## src/ccsp_pkg.sv

```systemverilog
// shared types, widths and character codes for the cigar clip and span parser
// used by ccsp_accum, ccsp_result and cigar_clip_span_parser
// no dependencies
`timescale 1ns / 1ps

package ccsp_pkg;

	// operation length width, valid range 8 to 32
	localparam int OP_LEN_BITS = 31;

	localparam int CHAR_W  = 8;
	localparam int START_W = 31;
	localparam int SPAN_W  = 32;
	localparam int CLIP_W  = 31;
	localparam int QLEN_W  = 32;
	localparam int REND_W  = 34;
	localparam int QPOS_W  = 33;
	localparam int ERR_W   = 3;

	// largest clip value that fits the output field
	localparam logic [QPOS_W-1:0] CLIP_MAX = {{(QPOS_W-CLIP_W){1'b0}}, {CLIP_W{1'b1}}};

	// input word layout
	localparam int IN_CHAR_LO   = 0;
	localparam int IN_START_LO  = IN_CHAR_LO + CHAR_W;
	localparam int IN_TDATA_W   = 40;

	// output word layout
	localparam int OUT_LC_LO    = 0;
	localparam int OUT_RC_LO    = OUT_LC_LO + CLIP_W;
	localparam int OUT_QLEN_LO  = OUT_RC_LO + CLIP_W;
	localparam int OUT_REND_LO  = OUT_QLEN_LO + QLEN_W;
	localparam int OUT_QS_LO    = OUT_REND_LO + REND_W;
	localparam int OUT_QE_LO    = OUT_QS_LO + QPOS_W;
	localparam int OUT_ERR_LO   = OUT_QE_LO + QPOS_W;
	localparam int OUT_USED_W   = OUT_ERR_LO + ERR_W;
	localparam int OUT_TDATA_W  = 200;

	// ascii codes
	localparam logic [CHAR_W-1:0] CH_0 = 8'h30;
	localparam logic [CHAR_W-1:0] CH_9 = 8'h39;
	localparam logic [CHAR_W-1:0] CH_A = 8'h41;
	localparam logic [CHAR_W-1:0] CH_Z = 8'h5A;
	localparam logic [CHAR_W-1:0] CH_M = 8'h4D;
	localparam logic [CHAR_W-1:0] CH_I = 8'h49;
	localparam logic [CHAR_W-1:0] CH_D = 8'h44;
	localparam logic [CHAR_W-1:0] CH_S = 8'h53;
	localparam logic [CHAR_W-1:0] CH_H = 8'h48;

	typedef enum logic [ERR_W-1:0] {
		ERR_NONE  = 3'd0,
		ERR_BAD   = 3'd1,
		ERR_NOLEN = 3'd2,
		ERR_NOOPS = 3'd3,
		ERR_OVF   = 3'd4
	} err_t;

	// one input character with its side fields
	typedef struct packed {
		logic [CHAR_W-1:0]  cigar_char;
		logic               is_last;
		logic [START_W-1:0] ref_start;
		logic               minus_strand;
	} in_t;

	// record totals captured on the last character
	typedef struct packed {
		logic [OP_LEN_BITS-1:0] first_clip;
		logic [OP_LEN_BITS-1:0] last_clip;
		logic [SPAN_W-1:0]      ref_span;
		logic [SPAN_W-1:0]      query_span;
		err_t                   err;
		logic                   seen_op;
		logic [START_W-1:0]     ref_start;
		logic                   minus_strand;
	} snap_t;

	// partial results between the two finishing stages
	typedef struct packed {
		logic [CLIP_W-1:0] left_clip;
		logic [CLIP_W-1:0] right_clip;
		logic [SPAN_W-1:0] part_len;
		logic [REND_W-1:0] ref_end;
		err_t              err;
		logic              minus_strand;
	} part_t;

	// accumulator status for checks
	typedef struct packed {
		logic s1_valid;
		logic s1_fire;
		logic s1_last;
		logic state_clear;
	} acc_stat_t;

	// keep the first error of a record
	function automatic err_t err_raise(err_t cur, err_t code);
		return (cur == ERR_NONE) ? code : cur;
	endfunction

endpackage

```

## src/ccsp_accum.sv

```systemverilog
// input register and per-character accumulator of the cigar parser
// builds op lengths, spans, clips and first error; snapshots totals on the last character
// depends on ccsp_pkg
`timescale 1ns / 1ps

module ccsp_accum (
	input  logic                clk,
	input  logic                arst_n,
	input  logic                in_valid,
	output logic                in_ready,
	input  ccsp_pkg::in_t       in_item,
	output logic                snap_valid,
	input  logic                snap_ready,
	output ccsp_pkg::snap_t     snap,
	output ccsp_pkg::acc_stat_t stat
);

	logic              s1_valid_q;
	ccsp_pkg::in_t     item_s1;
	logic              s1_fire;
	logic              s2_free;
	logic              snap_valid_q;
	ccsp_pkg::snap_t   snap_s2;
	ccsp_pkg::snap_t   snap_d;

	logic [ccsp_pkg::OP_LEN_BITS-1:0] accum_q, accum_d;
	logic                             have_q, have_d;
	logic                             seen_q, seen_d;
	logic [ccsp_pkg::OP_LEN_BITS-1:0] first_q, first_d;
	logic [ccsp_pkg::OP_LEN_BITS-1:0] last_q, last_d;
	logic [ccsp_pkg::SPAN_W-1:0]      rspan_q, rspan_d;
	logic [ccsp_pkg::SPAN_W-1:0]      qspan_q, qspan_d;
	ccsp_pkg::err_t                   err_q, err_d;

	// stage handshakes
	assign s2_free  = !snap_valid_q || snap_ready;
	assign s1_fire  = s1_valid_q && (!item_s1.is_last || s2_free);
	assign in_ready = !s1_valid_q || s1_fire;

	// input register control
	always_ff @(posedge clk or negedge arst_n) begin
		if (!arst_n) begin
			s1_valid_q <= 1'b0;
		end else if (in_ready) begin
			s1_valid_q <= in_valid;
		end
	end

	// input register payload
	always_ff @(posedge clk) begin
		if (in_valid && in_ready) begin
			item_s1 <= in_item;
		end
	end

	// character decode and state update
	always_comb begin
		logic [ccsp_pkg::OP_LEN_BITS+3:0] prod;
		logic [ccsp_pkg::OP_LEN_BITS-1:0] len;
		logic [ccsp_pkg::OP_LEN_BITS-1:0] clip;
		logic [ccsp_pkg::SPAN_W:0]        rsum;
		logic [ccsp_pkg::SPAN_W:0]        qsum;
		logic [ccsp_pkg::SPAN_W:0]        len_x;
		logic                             is_digit;
		logic                             is_upper;

		accum_d = accum_q;
		have_d  = have_q;
		seen_d  = seen_q;
		first_d = first_q;
		last_d  = last_q;
		rspan_d = rspan_q;
		qspan_d = qspan_q;
		err_d   = err_q;

		is_digit = (item_s1.cigar_char >= ccsp_pkg::CH_0) && (item_s1.cigar_char <= ccsp_pkg::CH_9);
		is_upper = (item_s1.cigar_char >= ccsp_pkg::CH_A) && (item_s1.cigar_char <= ccsp_pkg::CH_Z);

		// times ten as two shifts, plus the digit value
		prod = ({4'b0000, accum_q} << 3) + ({4'b0000, accum_q} << 1)
			+ {{ccsp_pkg::OP_LEN_BITS{1'b0}}, item_s1.cigar_char[3:0]};
		len   = have_q ? accum_q : '0;
		len_x = {{(ccsp_pkg::SPAN_W+1-ccsp_pkg::OP_LEN_BITS){1'b0}}, len};
		rsum  = {1'b0, rspan_q} + len_x;
		qsum  = {1'b0, qspan_q} + len_x;
		clip  = '0;

		if (is_digit) begin
			have_d = 1'b1;
			if (prod[ccsp_pkg::OP_LEN_BITS+3:ccsp_pkg::OP_LEN_BITS] != 4'd0) begin
				accum_d = '1;
				err_d   = ccsp_pkg::err_raise(err_d, ccsp_pkg::ERR_OVF);
			end else begin
				accum_d = prod[ccsp_pkg::OP_LEN_BITS-1:0];
			end
		end else if (is_upper) begin
			if (!have_q) begin
				err_d = ccsp_pkg::err_raise(err_d, ccsp_pkg::ERR_NOLEN);
			end
			unique case (item_s1.cigar_char)
				ccsp_pkg::CH_M: begin
					if (rsum[ccsp_pkg::SPAN_W]) begin
						rspan_d = '1;
						err_d   = ccsp_pkg::err_raise(err_d, ccsp_pkg::ERR_OVF);
					end else begin
						rspan_d = rsum[ccsp_pkg::SPAN_W-1:0];
					end
					if (qsum[ccsp_pkg::SPAN_W]) begin
						qspan_d = '1;
						err_d   = ccsp_pkg::err_raise(err_d, ccsp_pkg::ERR_OVF);
					end else begin
						qspan_d = qsum[ccsp_pkg::SPAN_W-1:0];
					end
				end
				ccsp_pkg::CH_I: begin
					if (qsum[ccsp_pkg::SPAN_W]) begin
						qspan_d = '1;
						err_d   = ccsp_pkg::err_raise(err_d, ccsp_pkg::ERR_OVF);
					end else begin
						qspan_d = qsum[ccsp_pkg::SPAN_W-1:0];
					end
				end
				ccsp_pkg::CH_D: begin
					if (rsum[ccsp_pkg::SPAN_W]) begin
						rspan_d = '1;
						err_d   = ccsp_pkg::err_raise(err_d, ccsp_pkg::ERR_OVF);
					end else begin
						rspan_d = rsum[ccsp_pkg::SPAN_W-1:0];
					end
				end
				ccsp_pkg::CH_S, ccsp_pkg::CH_H: begin
					clip = len;
				end
				default: begin
					err_d = ccsp_pkg::err_raise(err_d, ccsp_pkg::ERR_BAD);
				end
			endcase
			if (!seen_q) begin
				first_d = clip;
			end
			last_d  = clip;
			seen_d  = 1'b1;
			accum_d = '0;
			have_d  = 1'b0;
		end else begin
			err_d = ccsp_pkg::err_raise(err_d, ccsp_pkg::ERR_BAD);
		end

		snap_d.first_clip   = first_d;
		snap_d.last_clip    = last_d;
		snap_d.ref_span     = rspan_d;
		snap_d.query_span   = qspan_d;
		snap_d.err          = err_d;
		snap_d.seen_op      = seen_d;
		snap_d.ref_start    = item_s1.ref_start;
		snap_d.minus_strand = item_s1.minus_strand;
	end

	// record state, cleared after the last character
	always_ff @(posedge clk or negedge arst_n) begin
		if (!arst_n) begin
			accum_q <= '0;
			have_q  <= 1'b0;
			seen_q  <= 1'b0;
			first_q <= '0;
			last_q  <= '0;
			rspan_q <= '0;
			qspan_q <= '0;
			err_q   <= ccsp_pkg::ERR_NONE;
		end else if (s1_fire) begin
			if (item_s1.is_last) begin
				accum_q <= '0;
				have_q  <= 1'b0;
				seen_q  <= 1'b0;
				first_q <= '0;
				last_q  <= '0;
				rspan_q <= '0;
				qspan_q <= '0;
				err_q   <= ccsp_pkg::ERR_NONE;
			end else begin
				accum_q <= accum_d;
				have_q  <= have_d;
				seen_q  <= seen_d;
				first_q <= first_d;
				last_q  <= last_d;
				rspan_q <= rspan_d;
				qspan_q <= qspan_d;
				err_q   <= err_d;
			end
		end
	end

	// snapshot register control
	always_ff @(posedge clk or negedge arst_n) begin
		if (!arst_n) begin
			snap_valid_q <= 1'b0;
		end else if (s2_free) begin
			snap_valid_q <= s1_fire && item_s1.is_last;
		end
	end

	// snapshot register payload
	always_ff @(posedge clk) begin
		if (s2_free && s1_fire && item_s1.is_last) begin
			snap_s2 <= snap_d;
		end
	end

	assign snap_valid = snap_valid_q;
	assign snap       = snap_s2;

	// status for checks
	assign stat.s1_valid    = s1_valid_q;
	assign stat.s1_fire     = s1_fire;
	assign stat.s1_last     = item_s1.is_last;
	assign stat.state_clear = (accum_q == '0) && !have_q && !seen_q && (first_q == '0)
		&& (last_q == '0) && (rspan_q == '0) && (qspan_q == '0)
		&& (err_q == ccsp_pkg::ERR_NONE);

endmodule

```

## src/ccsp_result.sv

```systemverilog
// two finishing stages of the cigar parser: clips, reference end, query length and positions
// ends in the output register that drives the result stream
// depends on ccsp_pkg
`timescale 1ns / 1ps

module ccsp_result (
	input  logic                                 clk,
	input  logic                                 arst_n,
	input  logic                                 snap_valid,
	output logic                                 snap_ready,
	input  ccsp_pkg::snap_t                      snap,
	output logic                                 m_tvalid,
	input  logic                                 m_tready,
	output logic [ccsp_pkg::OUT_TDATA_W-1:0]     m_tdata
);

	logic                             s3_valid_q;
	ccsp_pkg::part_t                  part_s3;
	ccsp_pkg::part_t                  part_d;
	logic                             out_valid_q;
	logic                             out_free;
	logic                             s3_free;

	logic [ccsp_pkg::CLIP_W-1:0]      lc_q, rc_q;
	logic [ccsp_pkg::QLEN_W-1:0]      qlen_q, qlen_d;
	logic [ccsp_pkg::REND_W-1:0]      rend_q;
	logic [ccsp_pkg::QPOS_W-1:0]      qs_q, qs_d;
	logic [ccsp_pkg::QPOS_W-1:0]      qe_q, qe_d;
	ccsp_pkg::err_t                   err_q, err_d;

	assign out_free   = !out_valid_q || m_tready;
	assign s3_free    = !s3_valid_q || out_free;
	assign snap_ready = s3_free;

	// clip saturation, first partial length, reference end, error so far
	always_comb begin
		logic [ccsp_pkg::QPOS_W-1:0] lc_x;
		logic [ccsp_pkg::QPOS_W-1:0] rc_x;
		logic [ccsp_pkg::SPAN_W:0]   psum;
		logic                        lc_ovf;
		logic                        rc_ovf;

		lc_x   = {{(ccsp_pkg::QPOS_W-ccsp_pkg::OP_LEN_BITS){1'b0}}, snap.first_clip};
		rc_x   = {{(ccsp_pkg::QPOS_W-ccsp_pkg::OP_LEN_BITS){1'b0}}, snap.last_clip};
		lc_ovf = lc_x > ccsp_pkg::CLIP_MAX;
		rc_ovf = rc_x > ccsp_pkg::CLIP_MAX;

		part_d.left_clip  = lc_ovf ? '1 : lc_x[ccsp_pkg::CLIP_W-1:0];
		part_d.right_clip = rc_ovf ? '1 : rc_x[ccsp_pkg::CLIP_W-1:0];

		psum = {2'b00, part_d.left_clip} + {1'b0, snap.query_span};
		part_d.part_len = psum[ccsp_pkg::SPAN_W] ? '1 : psum[ccsp_pkg::SPAN_W-1:0];

		part_d.ref_end = {3'b000, snap.ref_start} + {2'b00, snap.ref_span}
			- {{(ccsp_pkg::REND_W-1){1'b0}}, 1'b1};

		// no ops ranks before any overflow found here
		part_d.err = snap.err;
		if (!snap.seen_op) begin
			part_d.err = ccsp_pkg::err_raise(part_d.err, ccsp_pkg::ERR_NOOPS);
		end
		if (lc_ovf || rc_ovf || psum[ccsp_pkg::SPAN_W]) begin
			part_d.err = ccsp_pkg::err_raise(part_d.err, ccsp_pkg::ERR_OVF);
		end
		part_d.minus_strand = snap.minus_strand;
	end

	// partial stage control
	always_ff @(posedge clk or negedge arst_n) begin
		if (!arst_n) begin
			s3_valid_q <= 1'b0;
		end else if (s3_free) begin
			s3_valid_q <= snap_valid;
		end
	end

	// partial stage payload
	always_ff @(posedge clk) begin
		if (s3_free && snap_valid) begin
			part_s3 <= part_d;
		end
	end

	// query length and strand-dependent query positions
	always_comb begin
		logic [ccsp_pkg::QLEN_W:0] qsum;

		qsum   = {1'b0, part_s3.part_len} + {2'b00, part_s3.right_clip};
		qlen_d = qsum[ccsp_pkg::QLEN_W] ? '1 : qsum[ccsp_pkg::QLEN_W-1:0];
		err_d  = part_s3.err;
		if (qsum[ccsp_pkg::QLEN_W]) begin
			err_d = ccsp_pkg::err_raise(err_d, ccsp_pkg::ERR_OVF);
		end
		if (part_s3.minus_strand) begin
			qs_d = {1'b0, qlen_d} - {2'b00, part_s3.left_clip};
			qe_d = {2'b00, part_s3.right_clip} + {{(ccsp_pkg::QPOS_W-1){1'b0}}, 1'b1};
		end else begin
			qs_d = {2'b00, part_s3.left_clip} + {{(ccsp_pkg::QPOS_W-1){1'b0}}, 1'b1};
			qe_d = {1'b0, qlen_d} - {2'b00, part_s3.right_clip};
		end
	end

	// output register control
	always_ff @(posedge clk or negedge arst_n) begin
		if (!arst_n) begin
			out_valid_q <= 1'b0;
		end else if (out_free) begin
			out_valid_q <= s3_valid_q;
		end
	end

	// output register payload
	always_ff @(posedge clk) begin
		if (out_free && s3_valid_q) begin
			lc_q   <= part_s3.left_clip;
			rc_q   <= part_s3.right_clip;
			qlen_q <= qlen_d;
			rend_q <= part_s3.ref_end;
			qs_q   <= qs_d;
			qe_q   <= qe_d;
			err_q  <= err_d;
		end
	end

	assign m_tvalid = out_valid_q;
	assign m_tdata  = {{(ccsp_pkg::OUT_TDATA_W-ccsp_pkg::OUT_USED_W){1'b0}},
		err_q, qe_q, qs_q, rend_q, qlen_q, rc_q, lc_q};

endmodule

```

## src/cigar_clip_span_parser.sv

```systemverilog
// cigar clip and span parser: one character word per cycle, one result word per record;
// the input stalls only while a last character waits on a full snapshot register
// reset: arst_n clears all valids and the record state; the block is ready right after
// depends on ccsp_pkg, ccsp_accum, ccsp_result
`timescale 1ns / 1ps

module cigar_clip_span_parser (
	input  logic                                 clk,
	input  logic                                 arst_n,
	input  logic                                 s_tvalid,
	output logic                                 s_tready,
	// cigar_char [7:0], ref_start [38:8], zero pad [39]
	input  logic [ccsp_pkg::IN_TDATA_W-1:0]      s_tdata,
	input  logic                                 s_tlast,
	// minus_strand
	input  logic                                 s_tuser,
	output logic                                 m_tvalid,
	input  logic                                 m_tready,
	// left_clip [30:0], right_clip [61:31], query_len [93:62], ref_end [127:94],
	// query_start [160:128], query_end [193:161], error_code [196:194], zero pad [199:197]
	output logic [ccsp_pkg::OUT_TDATA_W-1:0]     m_tdata
);

	ccsp_pkg::in_t       in_item;
	ccsp_pkg::snap_t     snap;
	ccsp_pkg::acc_stat_t stat;
	logic                snap_valid;
	logic                snap_ready;

	// unpack the input word
	assign in_item.cigar_char   = s_tdata[ccsp_pkg::IN_CHAR_LO +: ccsp_pkg::CHAR_W];
	assign in_item.is_last      = s_tlast;
	assign in_item.ref_start    = s_tdata[ccsp_pkg::IN_START_LO +: ccsp_pkg::START_W];
	assign in_item.minus_strand = s_tuser;

	ccsp_accum u_accum (
		.clk        (clk),
		.arst_n     (arst_n),
		.in_valid   (s_tvalid),
		.in_ready   (s_tready),
		.in_item    (in_item),
		.snap_valid (snap_valid),
		.snap_ready (snap_ready),
		.snap       (snap),
		.stat       (stat)
	);

	ccsp_result u_result (
		.clk        (clk),
		.arst_n     (arst_n),
		.snap_valid (snap_valid),
		.snap_ready (snap_ready),
		.snap       (snap),
		.m_tvalid   (m_tvalid),
		.m_tready   (m_tready),
		.m_tdata    (m_tdata)
	);

`ifndef SYNTHESIS
	// an empty input stage always takes a word
	assert property (@(posedge clk) disable iff (!arst_n)
		!stat.s1_valid |-> s_tready)
		else $error("input stage empty but not ready");

	// record state is cleared once the last character is processed
	assert property (@(posedge clk) disable iff (!arst_n)
		(stat.s1_fire && stat.s1_last) |=> stat.state_clear)
		else $error("record state not cleared after last character");

	// a clean result never has a query length below its clips
	assert property (@(posedge clk) disable iff (!arst_n)
		(m_tvalid && (m_tdata[ccsp_pkg::OUT_ERR_LO +: ccsp_pkg::ERR_W] == ccsp_pkg::ERR_NONE))
		|-> ({1'b0, m_tdata[ccsp_pkg::OUT_QLEN_LO +: ccsp_pkg::QLEN_W]}
			>= ({2'b00, m_tdata[ccsp_pkg::OUT_LC_LO +: ccsp_pkg::CLIP_W]}
			+ {2'b00, m_tdata[ccsp_pkg::OUT_RC_LO +: ccsp_pkg::CLIP_W]})))
		else $error("query length below clip sum without error");
`endif

endmodule
```

## config.mk

```make
export PLATFORM = sky130hd
export DESIGN_NAME = cigar_clip_span_parser
export DESIGN_NICKNAME = d
export VERILOG_FILES = /design/src/ccsp_pkg.sv /design/src/ccsp_accum.sv /design/src/ccsp_result.sv /design/src/cigar_clip_span_parser.sv
export SDC_FILE = /design/constraint.sdc
export NUM_CORES = 1
export LEC_CHECK = 0
export BUFFER_PORTS_ARGS = -buffer_cell sky130_fd_sc_hd__buf_2
export CAP_MARGIN = 30
export CORE_MARGIN = 2
export CORE_UTILIZATION = 62
export CTS_CLUSTER_DIAMETER = 150
export CTS_CLUSTER_SIZE = 28
export DETAILED_ROUTE_END_ITERATION = 8
export GPL_ROUTABILITY_DRIVEN = 0
export GPL_TIMING_DRIVEN = 1
export PLACE_DENSITY = 0.86
export RECOVER_POWER = 25
export SYNTH_ARGS = -nofsm -noshare
export SYNTH_HDL_FRONTEND = slang
export SYNTH_SLANG_ARGS = --single-unit
```

## constraint.sdc

```tcl
create_clock -name clk -period 12.1 [get_ports clk]
set_input_delay 1.21 -clock clk [delete_from_list [all_inputs] [get_ports clk]]
set_output_delay 1.21 -clock clk [all_outputs]
set_load 0.02 [all_outputs]
```

==> impl_metrics.json <==
{
  "io_pins": 248,
  "fin_nets": 4282,
  "cts-htree-levels": 1,
  "grt_pass1_wl_um": 155000,
  "detailroute.via_count": 30900,
  "synth.yosys.seq_area_share": 0.498,
  "cts_tree": "yes",
  "setup_viols_final": 0,
  "synth.lib_cells_used.distinct": 102,
  "whs_ns": 0.419,
  "detail-route-antenna-nets": 0,
  "crit_required_ns": 12.45,
  "violated_checks": "capacitance limit, slew limit",
  "peakVddDrop_mv": 0.107,
  "synth-warning-count": 0,
  "ctsHoldBuffers": 0,
  "clk_latency_ns": 0.63,
  "portBuffers": 243,
  "yosysMostFrequentCell": "sky130_fd_sc_hd__edfxtp_1",
  "max_freq_mhz": 149,
  "leftover_overflow_at_the_end_of_global_routing": 0,
  "floorplan.die.width_um": 259,
  "grt_max_degree": 103,
  "final.setup.worst_slack_ns": 5.39,
  "critical_path_class": "reg -> reg",
  "final_cell_area_um2": 43300,
  "power_density_nw_per_um2": 148,
  "numCtsBuffers": 28,
  "sequential_cell_area_in_the_final_layout_um2": 20100,
  "clockBufferDepth": 3,
  "status": "finished with violations",
  "syn-mean-instance-area_um2": 10.7,
  "postSynthCellCount": 3790,
  "die_footprint_um2": 67200,
  "max-slew-margin-rel": -1.36,
  "first_pass_iters": 6,
  "sum_of_internal_switching_and_leakage_power_w": 0.00640,
  "drc_errors": 0,
  "rows": 93,
  "ctsResizeCount": 0,
  "worst_path_arrival_ns": 7.06,
  "vias_in_the_first_global_route": 29000,
  "dp_wirelength_um": 72500,
  "initial_utilization": 0.626,
  "min-delay-path-class": "reg -> reg",
  "postCtsSetupRepairBufs": 0,
  "slew_viol_final": 270,
  "grt.total_usage": 0.288,
  "final_critical_period_ns": 6.71,
  "detail_route.wl_per_cell_um": 20.3,
  "post-synth-top-area-cell": "sky130_fd_sc_hd__edfxtp_1",
  "finalClockSkew_ns": 0.0227,
  "detailedPlace.worstSlack_ns": 5.45,
  "async_flop_share": 0.238,
  "number_of_flops_mapped_to_enable_cells_by_yosys": 532,
  "cellLeakagePower_nw": 18.5,
  "timing.critical_path.to_type": "flip-flop",
  "timing.critical_path.cells": "ha_1 -> fa_1 -> a211oi_1 -> o211ai_1 -> o2111ai_1 -> a21o_1 -> and2_1 -> buf_4 -> nor2b_1 -> ha_1 -> inv_1 -> fa_1 -> a211oi_1 -> o21ai_0 -> a41oi_1 -> a311o_1 -> a21oi_1 -> a211o_1 -> a221o_1 -> a21oi_1 -> xor2_1 -> mux2i_1",
  "critical_path_peak_fanout": 36,
  "slowest_delay_ns": 0.54,
  "cts.sink_count": 698,
  "synth_area_leaders": "sky130_fd_sc_hd__edfxtp_1, sky130_fd_sc_hd__dfrtp_1, sky130_fd_sc_hd__ha_1, sky130_fd_sc_hd__xnor2_1, sky130_fd_sc_hd__nand2_1",
  "post-route-period-util": 0.555,
  "drtIter0Drc": 3138,
  "share_of_cells_above_drive_strength_1": 0.0914,
  "worst_slew_pin_slew_ns": 3.54,
  "floorplan.core_area_um2": 64500,
  "multiInputGateArea_um2": 19200,
  "flops_latches_synth": 698,
  "placed_area_um2": 42400,
  "final.fill_count": 4628,
  "synth_flop_cell": "sky130_fd_sc_hd__edfxtp_1",
  "chipHeight_um": 259,
  "crit_start_category": "flip-flop",
  "route.detailed.vias_per_inst": 6.40,
  "syn_to_final_growth_pct": 7.11,
  "grt_setup_unrepaired": "no",
  "rrSetupSlack_ns": 5.39,
  "netlist_area_um2": 40400,
  "finalHoldViolations": 0,
  "synth.top_cell.area_share": 0.396,
  "drt-total-wl_um": 98100,
  "clk_transition_reported_paths_ns": 0.10,
  "cts-root-buf": "sky130_fd_sc_hd__clkbuf_16",
  "cap_violations": 5,
  "grt_antenna_before_repair": 4,
  "fin_tns_setup_ns": 0,
  "slowest_stage": "sky130_fd_sc_hd__a41oi_1",
  "netlist_top_cells_count": "sky130_fd_sc_hd__edfxtp_1, sky130_fd_sc_hd__nand2_1, sky130_fd_sc_hd__ha_1"
}
final timing paths:
kind	startpoint	to	cells after the start
worst min register to register	u_accum.snap[109]	u_result.part_s3[79]	0
worst max-delay path	u_result.part_s3[70]	u_result.qs_q[30]	22
worst min-delay path	u_accum.snap[109]	u_result.part_s3[79]	0
max in group asynchronous	arst_n	u_accum.first_q[6]	3
worst max register to register	u_result.part_s3[70]	u_result.qs_q[30]	22
min in group asynchronous	arst_n	u_accum.accum_q[30]	1
per-layer routing:
metal	GRT usage	part of all wire	up-vias
met5	0	0.000092	-
met4	0.113	0.041	2
met3	0.0369	0.088	244
met2	0.464	0.46	1469
met1	0.400	0.41	14700
li1	-	-	14500
layout by cell type, fill, tap and decap left out, types with 39 or more instances in the layout:
cell type                  count
sky130_fd_sc_hd__edfxtp_1    532
sky130_fd_sc_hd__inv_1       126
sky130_fd_sc_hd__nor3_1       71
sky130_fd_sc_hd__o21bai_1     39
sky130_fd_sc_hd__nand2_1     404
sky130_fd_sc_hd__a31oi_1      41
sky130_fd_sc_hd__a21oi_1     257
sky130_fd_sc_hd__xor2_1       95
sky130_fd_sc_hd__a211oi_1     42
sky130_fd_sc_hd__a22o_1      150
sky130_fd_sc_hd__xnor2_1     188
sky130_fd_sc_hd__nor2_1      234
sky130_fd_sc_hd__nand3_1      90
sky130_fd_sc_hd__buf_2       238
sky130_fd_sc_hd__nand4_1      40
sky130_fd_sc_hd__and2_1       50
sky130_fd_sc_hd__o21ai_0     232
sky130_fd_sc_hd__and3_1       50
sky130_fd_sc_hd__dfrtp_1     166
sky130_fd_sc_hd__ha_1        278
sky130_fd_sc_hd__a21o_1      139
worst max-delay path: cells and delay by family (launching register included):
family	cells	cell delay, ns
xor+xnor	1	0.19
fa+ha+maj	4	1.35
mux	1	0.09
flops	1	0.50
compound gates	12	3.49
buf+inv	2	0.42
simple gates	2	0.39
through the flow:
stage / utilization / cells
2_1_floorplan: - / 3792
3_3_place_gp: 0.657 / 4770
3_5_place_dp: 0.657 / 4772
4_1_cts: 0.670 / 4824
5_1_grt: 0.671 / 4828
6_report: 0.671 / 4829
kinds of logic after synthesis:
family,share of synthesized area
AOI/OAI and AO/OA,0.191
and+or+nand+nor,0.129
DFF,0.498
adders and majority gates,0.0899
xor gates and xnor gates,0.0614
buffers and inverters,0.0267
muxes,0.00341
other,0.0000929
power breakdown:
| group | internal [W] | switching, W |
|---|---|---|
| clock | 0.000463 | 0.000705 |
| sequential | 0.00294 | 0.000124 |
| combinational | 0.000809 | 0.00137 |
| total | 0.00421 | 0.00219 |
registers in the layout, summed over array words and instances (netlist names), 32 cells and up:
signal	cells
u_accum.snap	162
u_result.qs_q	33
u_accum.item_s1	40
u_accum.rspan_q	32
u_result.qe_q	33
u_result.rend_q	34
u_accum.qspan_q	32
u_result.qlen_q	32
u_result.part_s3	132
cell type report:
class / instances / share of cell area
clock buffer: 52 / 0.0190
antenna: 1 / 0.0000579
timing repair buffer: 274 / 0.0350
multi-input combinational: 2822 / 0.445
tap: 855 / 0.0247
sequential: 698 / 0.465
inverter: 127 / 0.0111
Power figures use the tool's default switching activity.
